--- config.mk ---
export PLATFORM = sky130hd
export DESIGN_NAME = mbll_ctrl
export DESIGN_NICKNAME = d
export VERILOG_FILES = /design/src/mbll_pkg.sv /design/src/mbll_ctrl.sv
export SDC_FILE = /design/constraint.sdc
export NUM_CORES = 1
export LEC_CHECK = 0
export BUFFER_PORTS_ARGS = -buffer_cell sky130_fd_sc_hd__buf_2
export CORE_ASPECT_RATIO = 1.1
export CORE_MARGIN = 10
export CORE_UTILIZATION = 45
export DETAILED_ROUTE_END_ITERATION = 6
export HOLD_SLACK_MARGIN = 0.06
export PLACE_DENSITY_LB_ADDON = 0.25
export SYNTH_ARGS = -nofsm -noshare
export SYNTH_HDL_FRONTEND = slang
export SYNTH_SLANG_ARGS = --single-unit
--- constraint.sdc ---
create_clock -name clock -period 4.41 [get_ports clock]
set_input_delay 0.2205 -clock clock [delete_from_list [all_inputs] [get_ports clock]]
set_output_delay 0.2205 -clock clock [all_outputs]
set_load 0.03 [all_outputs]
--- src/mbll_pkg.sv ---
// Shared types and constants for the masked box log loss block.
package mbll_pkg;

   typedef enum logic [2:0] {
      ST_IDLE,
      ST_RUN,
      ST_PROD,
      ST_ACCUM,
      ST_MEAN,
      ST_DONE
   } state_type;

   typedef struct packed {
      logic       load;
      logic       div_step;
      logic       first;
      logic       log_step;
      logic       product;
      logic       accum;
      logic       mean_mul;
      logic       mean_add;
      logic [1:0] mean_sel;
      logic       emit;
   } cmd_type;

   typedef struct packed {
      logic out_free;
      logic last;
   } status_type;

   localparam logic [1:0] CSR_NUM_CLASSES = 2'd0;
   localparam logic [1:0] CSR_INV_COUNT   = 2'd1;
   localparam logic [1:0] CSR_GRAD_SCALE  = 2'd2;

   localparam int          LOG_STEPS = 16;
   localparam int          SUM_W     = 48;
   localparam logic [22:0] GRAD_CAP  = 23'd6553600;
   localparam logic [31:0] LN2_Q32   = 32'd2977044472;

endpackage

--- src/mbll_ctrl.sv ---
// Sequencer for the masked box log loss datapath.
module mbll_ctrl #(
   parameter int PROB_FRAC_BITS = 16
) (
   input  logic                clock,
   input  logic                reset,
   input  logic                req_fire,
   input  mbll_pkg::status_type status,
   output logic                req_ready,
   output mbll_pkg::cmd_type    cmd
);

   localparam int QW    = PROB_FRAC_BITS + 17;
   localparam int CNT_W = $clog2(QW + 1);

   mbll_pkg::state_type state_ff, state_in;
   logic [CNT_W-1:0]    cnt_ff, cnt_in;

   always_ff @(posedge clock) begin
      if (reset) begin
         state_ff <= mbll_pkg::ST_IDLE;
         cnt_ff   <= '0;
      end else begin
         state_ff <= state_in;
         cnt_ff   <= cnt_in;
      end
   end

   always_comb begin
      state_in = state_ff;
      cnt_in   = cnt_ff;
      unique case (state_ff)
         mbll_pkg::ST_IDLE: begin
            cnt_in = '0;
            if (req_fire) state_in = mbll_pkg::ST_RUN;
         end
         mbll_pkg::ST_RUN: begin
            cnt_in = cnt_ff + 1'b1;
            if (cnt_ff == CNT_W'(QW - 1)) state_in = mbll_pkg::ST_PROD;
         end
         mbll_pkg::ST_PROD: state_in = mbll_pkg::ST_ACCUM;
         mbll_pkg::ST_ACCUM: begin
            cnt_in = '0;
            state_in = status.last ? mbll_pkg::ST_MEAN : mbll_pkg::ST_DONE;
         end
         mbll_pkg::ST_MEAN: begin
            cnt_in = cnt_ff + 1'b1;
            if (cnt_ff == CNT_W'(3)) state_in = mbll_pkg::ST_DONE;
         end
         mbll_pkg::ST_DONE: begin
            if (status.out_free) state_in = mbll_pkg::ST_IDLE;
         end
         default: state_in = mbll_pkg::ST_IDLE;
      endcase
   end

   always_comb begin
      cmd       = '0;
      req_ready = 1'b0;
      unique case (state_ff)
         mbll_pkg::ST_IDLE: begin
            req_ready = 1'b1;
            cmd.load  = req_fire;
         end
         mbll_pkg::ST_RUN: begin
            cmd.div_step = 1'b1;
            cmd.first    = (cnt_ff == '0);
            cmd.log_step = (cnt_ff < CNT_W'(mbll_pkg::LOG_STEPS));
         end
         mbll_pkg::ST_PROD:  cmd.product = 1'b1;
         mbll_pkg::ST_ACCUM: cmd.accum = 1'b1;
         mbll_pkg::ST_MEAN: begin
            cmd.mean_mul = (cnt_ff < CNT_W'(3));
            cmd.mean_add = (cnt_ff != '0);
            cmd.mean_sel = cnt_ff[1:0];
         end
         mbll_pkg::ST_DONE:  cmd.emit = status.out_free;
         default: cmd = '0;
      endcase
   end

endmodule

==> results of run 1 <==
## cells by family after synthesis
family / after synthesis / synth area share (%)
buf+inv: 12 / 7.61
xor+xnor: 1 / 1.27
flops: 9 / 26.1
mux: 1 / 1.63
simple gates: 45 / 36.4
compound gates: 25 / 23.4
fa+ha+maj: 2 / 3.62
## how the worst max path moves through the flow
stage	start	to	slack, ps	cells after the start
3_3_place_gp	state_ff[0]	cmd[8]	2750	4
6_report	state_ff[0]	cmd[8]	2420	4
2_1_floorplan	state_ff[0]	cmd[10]	2470	4
5_1_grt	state_ff[0]	cmd[8]	2300	4
4_1_cts	state_ff[0]	cmd[8]	2420	4
3_5_place_dp	state_ff[0]	cmd[8]	2710	4
## worst reg2reg max path: cells and delay by family (launching register included)
family,cells,cell delay (ps)
DFF,1,630
AOI/OAI and AO/OA,1,130
and+or+nand+nor,2,890
## cell usage after synthesis, types with 2 or more instances
| library cell | n | area share, % |
|---|---|---|
| a21oi_1 | 9 | 6.5 |
| buf_2 | 3 | 2.2 |
| nor2_1 | 9 | 4.9 |
| inv_1 | 6 | 3.3 |
| dfxtp_1 | 9 | 26 |
| nand2_1 | 5 | 2.7 |
| nand2b_1 | 5 | 4.5 |
| ha_1 | 2 | 3.6 |
| nand3_1 | 2 | 1.4 |
| o32ai_1 | 3 | 3.8 |
| and3_1 | 2 | 1.8 |
| and2_1 | 2 | 1.8 |
| nor2b_1 | 3 | 2.7 |
| a221oi_1 | 2 | 2.5 |
| o21ai_0 | 3 | 2.2 |
| nor3_1 | 7 | 5.1 |
| a31oi_1 | 3 | 2.7 |
## state kept, by name (all words and copies together) (netlist names)
| register | count |
|---|---|
| state_ff | 3 |
| cnt_ff | 6 |
## power groups by stage
stage	Combinational (mW)	Sequential [mW]	Clock (mW)
2_1_floorplan	0.0295	0.0856	0
3_3_place_gp	0.0350	0.0886	0
3_5_place_dp	0.0353	0.0888	0
4_1_cts	0.0355	0.0868	0.0680
5_1_grt	0.0388	0.0874	0.0723
6_report	0.0351	0.0870	0.0657
## layer usage
| metal | wire length (um) | vias up | share of wire [%] |
|---|---|---|---|
| met3 | 131 | 4 | 7.4 |
| met1 | 824 | 318 | 47 |
| met5 | 0 | - | 0 |
| li1 | - | 375 | - |
| met2 | 798 | 22 | 45 |
| met4 | 17 | 0 | 0.96 |
## cell type report
class / count / area [um^2] / share of cell area, %
clock buffers: 4 / 26.3 / 3.34
inverters: 6 / 22.5 / 2.86
multi-input cells: 74 / 458 / 58.2
well taps: 16 / 20.0 / 2.54
flip-flops and latches: 9 / 180 / 22.9
repair buffers: 16 / 80.1 / 10.2
==> results list, run 1 <==
- Relative area change from synthesis to final layout: 13.9%
* Crit share post-route: 45.2%
* H-tree depth: 1
* Antenna-violating nets left: 0
- First-pass GRT wire length: a little under 3000 um
* Yosys warning count: 0
* Highest-count cells in the layout ignoring fill and taps: buf_2, nor2_1, a21oi_1, dfxtp_1, nor3_1
- Fraction of power spent switching nets: 30.2%
- Setup repair bufs after CTS: 0
- Worst slack, placed: about 2700 ps
* Number of global-route vias before repair: around 670
- Core Util, Final: between 50% and 60%
* Total of flip-flops plus latches after synthesis: 9
- Number of antenna violations at the first check in global routing: 0
- Fill cells in the final layout number 155.
- Most common cell after layout, fill and taps aside: buf_2
* Total via count after detailed routing: 719
- The later pin in the worst-skew pair is clocked with a latency of approximately 260 ps.
- Min-Delay Path Depth: 2
- Startpoint of the worst-slack reg-to-reg timing path: state_ff[0]
- The worst hold path belongs to the class input port to flip-flop.
* Count of endpoints failing setup in the final report: 0
- Global routing finished with a remaining overflow of 0.
* Fin. Hold Viols: 0
- Number of different library cells in the post-synthesis netlist: 37
- Derived from the worst setup path, the maximum achievable clock frequency is 501 MHz.
* Status: completed
* Crit-path slowest cell: dfxtp_1
- Summing the sequential cell areas from Yosys gives between 20% and 30% of the chip area.
- For this block, the initial DRC count from the detailed router was 23.
- The final layout contains about 120 nets.
- Clk network pwr share: between 30% and 40%
- Reg2Reg Depth: 3
- After legalization and detailed placement, the total HPWL measured between 1000 and 1500 um.
- Power spread over the standard cell area amounts to approximately 240 nW/um^2.
* First-pass iteration count of the detailed router: 4
- Each instance of the synthesized netlist takes up on average between 7 and 8 um^2.
- Post-synthesis async set-or-reset flop share: 0%
- Highest cell delay on the worst timing path: roughly 630 ps
- Die extent in y: slightly above 60 um
- Ratio of cells with drive above 1 in the final layout: roughly 22%
- Antenna diode count: 0
- Arrival time of data at the critical path endpoint: ~1800 ps
* Series of cell instances along the critical path: or3b_4 -> inv_1 -> and3_1 -> buf_2
- Along the worst path, the maximum fanout reaches 17.
* Count of input and output buffers: 16
* Residual DRC: 0
- The kind of cell with the highest combined delay along the critical path is flip-flops.
- For this configuration, the core starts out at a cell density of around half.
* Setup crit start kind: flip-flop
- The synthesized design contains 0 enable-type register cells.
- Number of pins with negative max-slew slack in the final report: 0
* Number of vias per cell after detailed routing: 5.75
- Met1 usage in global routing: about an eighth
- Count of buffer and inverter cells on the critical path: 2
* Fin worst setup slack: around 2400 ps
* Type of element capturing the critical path: primary output
- Hold Path Origin: reset
- Minimum clock period: approximately 2000 ps
* Fraction of power consumed by combinational cells: 18.7%
- CTS placed an instance of clkbuf_4 at the clock tree root.
* Min-Delay Endpoint: cnt_ff[0]
* Ports placed on the boundary: 17
- Slew at the pin closest to its max-slew limit: 648 ps
- Clock-pin slew was measured on the worst setup and hold paths at 70 ps.
- In this run the power spent charging and discharging nets is approximately 0.057 mW.
- The placed instances occupy a cell area of between 700 and 800 um^2.
- Dividing the detail-routed wire length by the instance count gives approximately 14 um.
- Registers are responsible for between 40% and 50% of the overall power.
* Cell area after technology mapping: ~690 um^2
- The internal portion of the total power is ~0.13 mW.
- RSZ-0062 raised after global routing: no
- Max-cap violations in this run came to 0.
* Die area: roughly 3500 um^2
- Total leakage power: 0.306 nW
- Most utilized layer in the global route result: met2
* Hold slack final: 270 ps
- Total instance count after detailed placement: ~120
* Worst max-slew margin expressed relative to the limit: between 50 and 60%
- Grt met3 use: between 3 and 4%
* Total core area: approximately 1400 um^2
- Fin Setup TNS: 0 ps
- Final RePlAce weighted congestion: a little over 0.8
- Synthesized net count: 102
* Total of hold buffers inserted after clock tree synthesis: 0
- Most instantiated flip-flop cell in the synthesis netlist: dfxtp_1
- Total clock buffers created by CTS: 3
- Total of cells resized after clock tree synthesis: 0
- For the final database, setup skew stands at just under 3 ps.
- Across the VDD grid, the largest voltage drop is roughly 180 uV.
- Classification of the worst setup path: flip-flop to primary output
- Worst EP required: 4190 ps
* TritonCTS clock tree: yes
- All-Layer GR Usage: between 10 and 15%
* Clock Path Buffers: 2
- Entering global routing, the biggest net connects 22 pins.
- Count of placed standard cells in the final layout, fillers left out: approximately 130
- The design draws 0.188 mW.
* # clock sinks: 9
- Met2 Usage GRT: between 15 and 20%
- Row generation in the floorplan step produced 14 rows.
* Worst reg-to-reg setup slack: 2690 ps
- Synthesized netlist cell count: 95
- Final instance area: 787 um^2
- Die extent in x: about 57 um
* Reg-to-reg endpoint: cnt_ff[2]
- The final layout contains routed wiring with a total length of roughly 1800 um.
Note: power is estimated with default switching activity, not from simulation.
==> run 2, diff against run 1 <==
clock period = 1.8 ns   (was 4.41 ns; I/O delays follow)
==> run 2 against run 1 <==
Compared with the run above: critical path depth stayed put; power is 150% higher; die area stayed put; count of clock-buffer cells in the layout stayed put; hold slack worse by 140 ps; clock skew is 2.0 ps higher; cell count is 1.6% higher; sequential cell count stayed put; sequential share of layout area is 0.62 points lower; setup slack worse by 2400 ps; global-route usage hardly changed; critical path type unchanged; largest cell class unchanged; highest routed layer unchanged.
==> results list, run 2 (synthesis results as in run 1) <==
- Setup violations remaining at the end of the flow were counted as 0.
- Total via count after detailed routing: 738
* Worst Clk Skew: approximately 4.9 ps
* Total clock buffers created by CTS: 3
- Once detailed placement completed, the half-perimeter wirelength came to 1390 um.
* Residual DRC: 0
- Max-cap violations: 0
- Register with the highest flop count: cnt_ff
- Measured along the x axis, the die boundary spans 57.4 um.
- Relative area change from synthesis to final layout: 17.9%
- Fin worst setup slack: ~54 ps
- Total leakage power: 0.320 nW
- At the pin with the least slew margin, the transition time is ~400 ps.
- The worst setup path is of the flip-flop to primary output kind.
- The number of antenna violations at the first check in global routing came to 0.
- The worst setup path is launched from a flip-flop.
* Min-Delay Endpoint: cnt_ff[2]
- For the finished layout, the period the worst path requires is roughly 1700 ps.
* Antenna-violating nets left: 0
- Total core area: ~1400 um^2
- Ports placed on the boundary: 17
* Status: completed
- The worst register-to-register path has a setup slack of 250 ps.
- The via count of the first global-routing pass is between 600 and 700.
- At the end of the flow, the number of nets in the layout was around 120.
- The min-delay analysis places its worst path in the category input port to flip-flop.
- Along the worst path, the maximum fanout reaches 12.
- The worst setup path is captured at a primary output.
* Worst EP required: ~1700 ps
- The largest registers in the layout are cnt_ff (6), state_ff (3).
- The final-report hold violation count was 0.
- After clock tree synthesis, the clock-pin slew on the worst setup and hold paths is roughly 70 ps.
- 1st-iter DRT viols: 16
- Ratio of cells with drive above 1 in the final layout: approximately a quarter
* Number of vias per cell after detailed routing: slightly below 6
- Remaining global-route overflow: 0
* Effective utilization at floorplan: around half
* First-pass GRT wire length: approximately 3000 um
* TritonCTS clock tree: yes
* Fin Setup TNS: 0 ps
* Die extent in y: about 61 um
- Arrival time of data at the critical path endpoint: around 1700 ps
- Number of standard-cell rows in the floorplan: 14
* Maximum number of pins on one net before global-route repair: 15
* Count of input and output buffers: 16
* Hold Path Origin: reset
- Number of flip-flops under the largest register name: 6
- Reg2Reg Depth: 6
- For this design, the sink count on the clock tree is 9.
- Derived from the worst setup path, the maximum achievable clock frequency is between 500 and 600 MHz.
- The first detailed-routing pass took 4 iterations.
- Global routing used between 10 and 15% of the available tracks.
* Number of pins with negative max-slew slack in the final report: 0
- Min-Delay Path Depth: 2
* Worst slack, placed: approximately 270 ps
- Maximum resistive drop on vdd: ~380 uV
* Most common cell after layout, fill and taps aside: buf_2
- CTS built an H-tree with a depth of 1.
* Reg-to-reg endpoint: state_ff[0]
- At the later pin of the worst-skew pair, clock insertion delay measures approximately 270 ps.
- Die area: 3500 um^2
- In this run the tightest slew margin relative to its limit is between 70% and 80%.
- RSZ-0062 raised after global routing: no
* Final RePlAce weighted congestion: 0.868
- Clock Path Buffers: 2
- The tree is rooted in a clkbuf_4.
* WL/cell: 14.4 um
* Crit share post-route: between 90% and 100%
- Power spread over the standard cell area amounts to 574 nW/um^2.
- After detailed routing, the total wire length is 1830 um.
* Startpoint of the worst-slack reg-to-reg timing path: cnt_ff[0]
* Antenna diode count: 0
- In the layout the commonest cells are buf_2, nor2_1, a21oi_1.
==> run 2: how the worst max path moves through the flow <==
stage / from / end / slack (ps) / cells past startpoint
global placement: cnt_ff[2] / cnt_ff[5] / 330 / 4
global route: state_ff[0] / cmd[0] / 9 / 4
detailed placement: cnt_ff[0] / state_ff[0] / 270 / 6
CTS: state_ff[1] / cmd[6] / 60 / 3
finish: state_ff[0] / cmd[0] / 50 / 4
floorplan: state_ff[2] / cmd[4] / 0.2 / 4
==> run 2: worst max-delay path, cell delays in order, from the launching register on <==
cell and delay, ps:
dfxtp_1 420, buf_4 220, nor2b_1 340, and3_1 210, buf_2 200
==> run 2: power breakdown <==
group / internal [mW] / switching (mW) / leakage, nW
Combinational: 0.0355 / 0.0600 / 0.232
Clock: 0.0857 / 0.0779 / 0.0150
Sequential: 0.203 / 0.00539 / 0.0734
Total: 0.324 / 0.143 / 0.320
==> run 2: stage by stage <==
step | total power [mW] | hold slack [ps] | utilization (%) | area (um^2) | instances
detailed placement | 0.308 | 411 | 55.7 | 781 | 123
global route | 0.487 | 154 | 58.1 | 815 | 127
CTS | 0.473 | 123 | 57.6 | 807 | 127
floorplan | 0.283 | 275 | - | 696 | 95
finish | 0.467 | 132 | 58.1 | 815 | 127
global placement | 0.306 | 405 | 55.7 | 781 | 123
==> run 2: final cells by class <==
class	count	area, um^2
Clock buffer	4	26.3
Sequential cell	9	181
Multi-Input combinational cell	74	469
Timing Repair Buffer	18	95.1
Inverter	6	22.5
Tap cell	16	20.0
Fill cell	132	587
==> run 2: timing repair <==
| item | CTS | global route |
|---|---|---|
| hold buffers | 0 | 0 |
| setup buffers | 0 | 0 |
| gates resized for setup | 0 | 2 |
| endpoints found under the setup margin | 0 | 3 |
==> run 2: metal layers <==
| metal | GRT usage [%] | vias to the layer above | wire length (um) |
|---|---|---|---|
| met5 | 0 | - | 0 |
| met4 | 5.03 | 0 | 14 |
| met3 | 3.09 | 2 | 97 |
| met2 | 16.4 | 23 | 826 |
| met1 | 12.2 | 338 | 888 |
| li1 | - | 375 | - |
==> run 3, diff against run 2 <==
RECOVER_POWER = 100   (was unset)
==> run 3 against run 2 <==
Compared with the run above: maximum frequency is 0.84% higher; global-route usage is the same; count of clock-buffer cells in the layout unchanged; sequential power is essentially flat; setup slack better by 14 ps; critical endpoint unchanged.
==> results list, run 3 (synthesis results as in run 1) <==
* Effective utilization at floorplan: 49.3%
- The worst hold path passes through 2 cells.
- Entering global routing, the biggest net connects 15 pins.
* Root buffer cell: clkbuf_4
- OpenSTA, run right after detailed placement, puts the worst setup slack at ~270 ps.
- Between clock sinks in the finished design, the worst skew comes to approximately 5 ps.
- Worst max-slew margin expressed relative to the limit: 73.7%
- Arrival time of data at the critical path endpoint: about 1600 ps
- Dividing the final minimum period by the clock period gives a little over nine tenths.
* Classification of the worst setup path: flip-flop to primary output
- Reg2Reg Depth: 4
- After detailed routing, the number of remaining DRC violations is 0.
- Setup crit start kind: flip-flop
- Number of pins with negative max-slew slack in the final report: 0
- Relative area change from synthesis to final layout: 15.8%
* Clk slew on worst S/H paths: roughly 70 ps
- Highest-count cells in the layout ignoring fill and taps: nor2_1, a21oi_1, dfxtp_1
- Worst min path class: input port to flip-flop
- Crit. Startpoint: state_ff[0]
- First-pass GRT wire length: around 3000 um
- The worst setup path is captured at a primary output.
- For this run, the post-layout net count is 119.
- Number of antenna violations at the first check in global routing: 0
- Data on the critical path is required at its endpoint by 1710 ps.
- Ratio of cells with drive above 1 in the final layout: 18.9%
- The total area inside the core boundary comes to around 1400 um^2.
- CP max FO: 12
- Fin Setup TNS: 0 ps
- Die extent in x: approximately 57 um
- In this run the critical register-to-register path is launched from cnt_ff[2].
- Total clock buffers created by CTS: 3
- Count of input and output buffers: 16
* Power density cells: 580 nW/um^2
* H-tree depth: 1
- Status: completed
- Number of global-route vias before repair: a little under 700
- The floorplan step defined a die boundary enclosing roughly 3500 um^2.
- The number of antenna diodes in the final layout is 0.
- Remaining global-route overflow: 0
- WL/cell: roughly 14 um
* All-Layer GR Usage: between 10% and 20%
- TritonCTS clock tree: yes
- More flip-flops sit in one register than any other, and that register is cnt_ff.
- Ports placed on the boundary: 17
- Counting every sink on the clock net gives 9.
- IR analysis of the VDD net gives a maximum drop of 382 uV.
- The routed layout has between 700 and 800 vias.
* Number of vias per cell after detailed routing: between 5 and 6
- In this run the remaining antenna-violating nets after routing total 0.
- In this run the core area contains 14 standard-cell rows.
- Fin. Hold Viols: 0
- Regs by FF count: cnt_ff (6), state_ff (3)
* Final RePlAce weighted congestion: a little under 0.9
* Overall routed net length: around 1800 um
* Hold Path Origin: reset
- 1st-iter DRT viols: 25
* Detailed placer's ending HPWL: between 1000 and 1500 um
- Measured along the y axis, the die boundary spans ~61 um.
- RSZ-0062 raised after global routing: no
- Setup violations remaining at the end of the flow were counted as 0.
- Setup slack closes at 68.4 ps.
- Fillers: 140
- Slew at the pin closest to its max-slew limit: 394 ps
- Max-cap violations in this run came to 0.
* Minimum clock period: 1730 ps
- The register with the most flip-flops in the layout has 6 of them.
- Clock Path Buffers: 2
- Total leakage power: approximately 0.3 nW
* Clock network latency to the later pin of the worst-skew pair: 270 ps
* First-pass iteration count of the detailed router: 4
- F_max: 578 MHz
- Setup repair bufs after CTS: 0
-- run 3: changes by cell type in the layout (fill, tap and decap cells not counted), sizes merged --
cell	change
buf	-10
clkbuf	+10
-- run 3: final timing paths --
path,to,slack [ps]
setup / recovery,cmd[0],70
hold / removal,cnt_ff[2],140
setup reg to reg,cnt_ff[5],220
hold reg to reg,cnt_ff[3],590
-- run 3: area by class of cell --
class	count	area, um^2	share of cell area, %
Clock buffer	4	26.3	3.29
Inverter	6	22.5	2.82
Timing Repair Buffer	18	87.6	11.0
Multi-Input combinational cell	74	462	57.7
Tap cell	16	20.0	2.50
Sequential cell	9	181	22.7
-- run 3: critical path, cell delays in order (launching register included) --
cell and delay [ps]:
dfxtp_1 420, buf_4 220, nor2b_1 330, and3_1 210
buf_2 190
-- run 3: timing repair --
item / CTS / global route
gates resized for setup: 0 / 2
hold buffers: 0 / 0
setup endpoints to repair: 0 / 3
-- run 3: power breakdown --
group | internal (mW) | total [mW] | switching (mW)
combinational | 0.0319 | 0.0918 | 0.0599
sequential | 0.203 | 0.208 | 0.00511
clock | 0.0857 | 0.164 | 0.0780
total | 0.320 | 0.464 | 0.143
-- run 3: routing by layer --
layer / part of all wire, % / up-vias / track usage [%]
met2: 47 / 27 / 16.4
met3: 6.6 / 2 / 3.09
met4: 0.77 / 0 / 5.03
met1: 46 / 328 / 12.2
li1: - / 373 / -
met5: 0 / - / 0
-- run 3: metrics by stage --
step           hold slack (ps)  util, %  instance area (um^2)  cells  total power [mW]
2_1_floorplan              275        -                   696     95             0.283
6_report                   135     57.1                   800    127             0.464
4_1_cts                    123     57.6                   807    127             0.473
3_5_place_dp               411     55.7                   781    123             0.308
3_3_place_gp               405     55.7                   781    123             0.306
5_1_grt                    154     57.1                   800    127             0.484
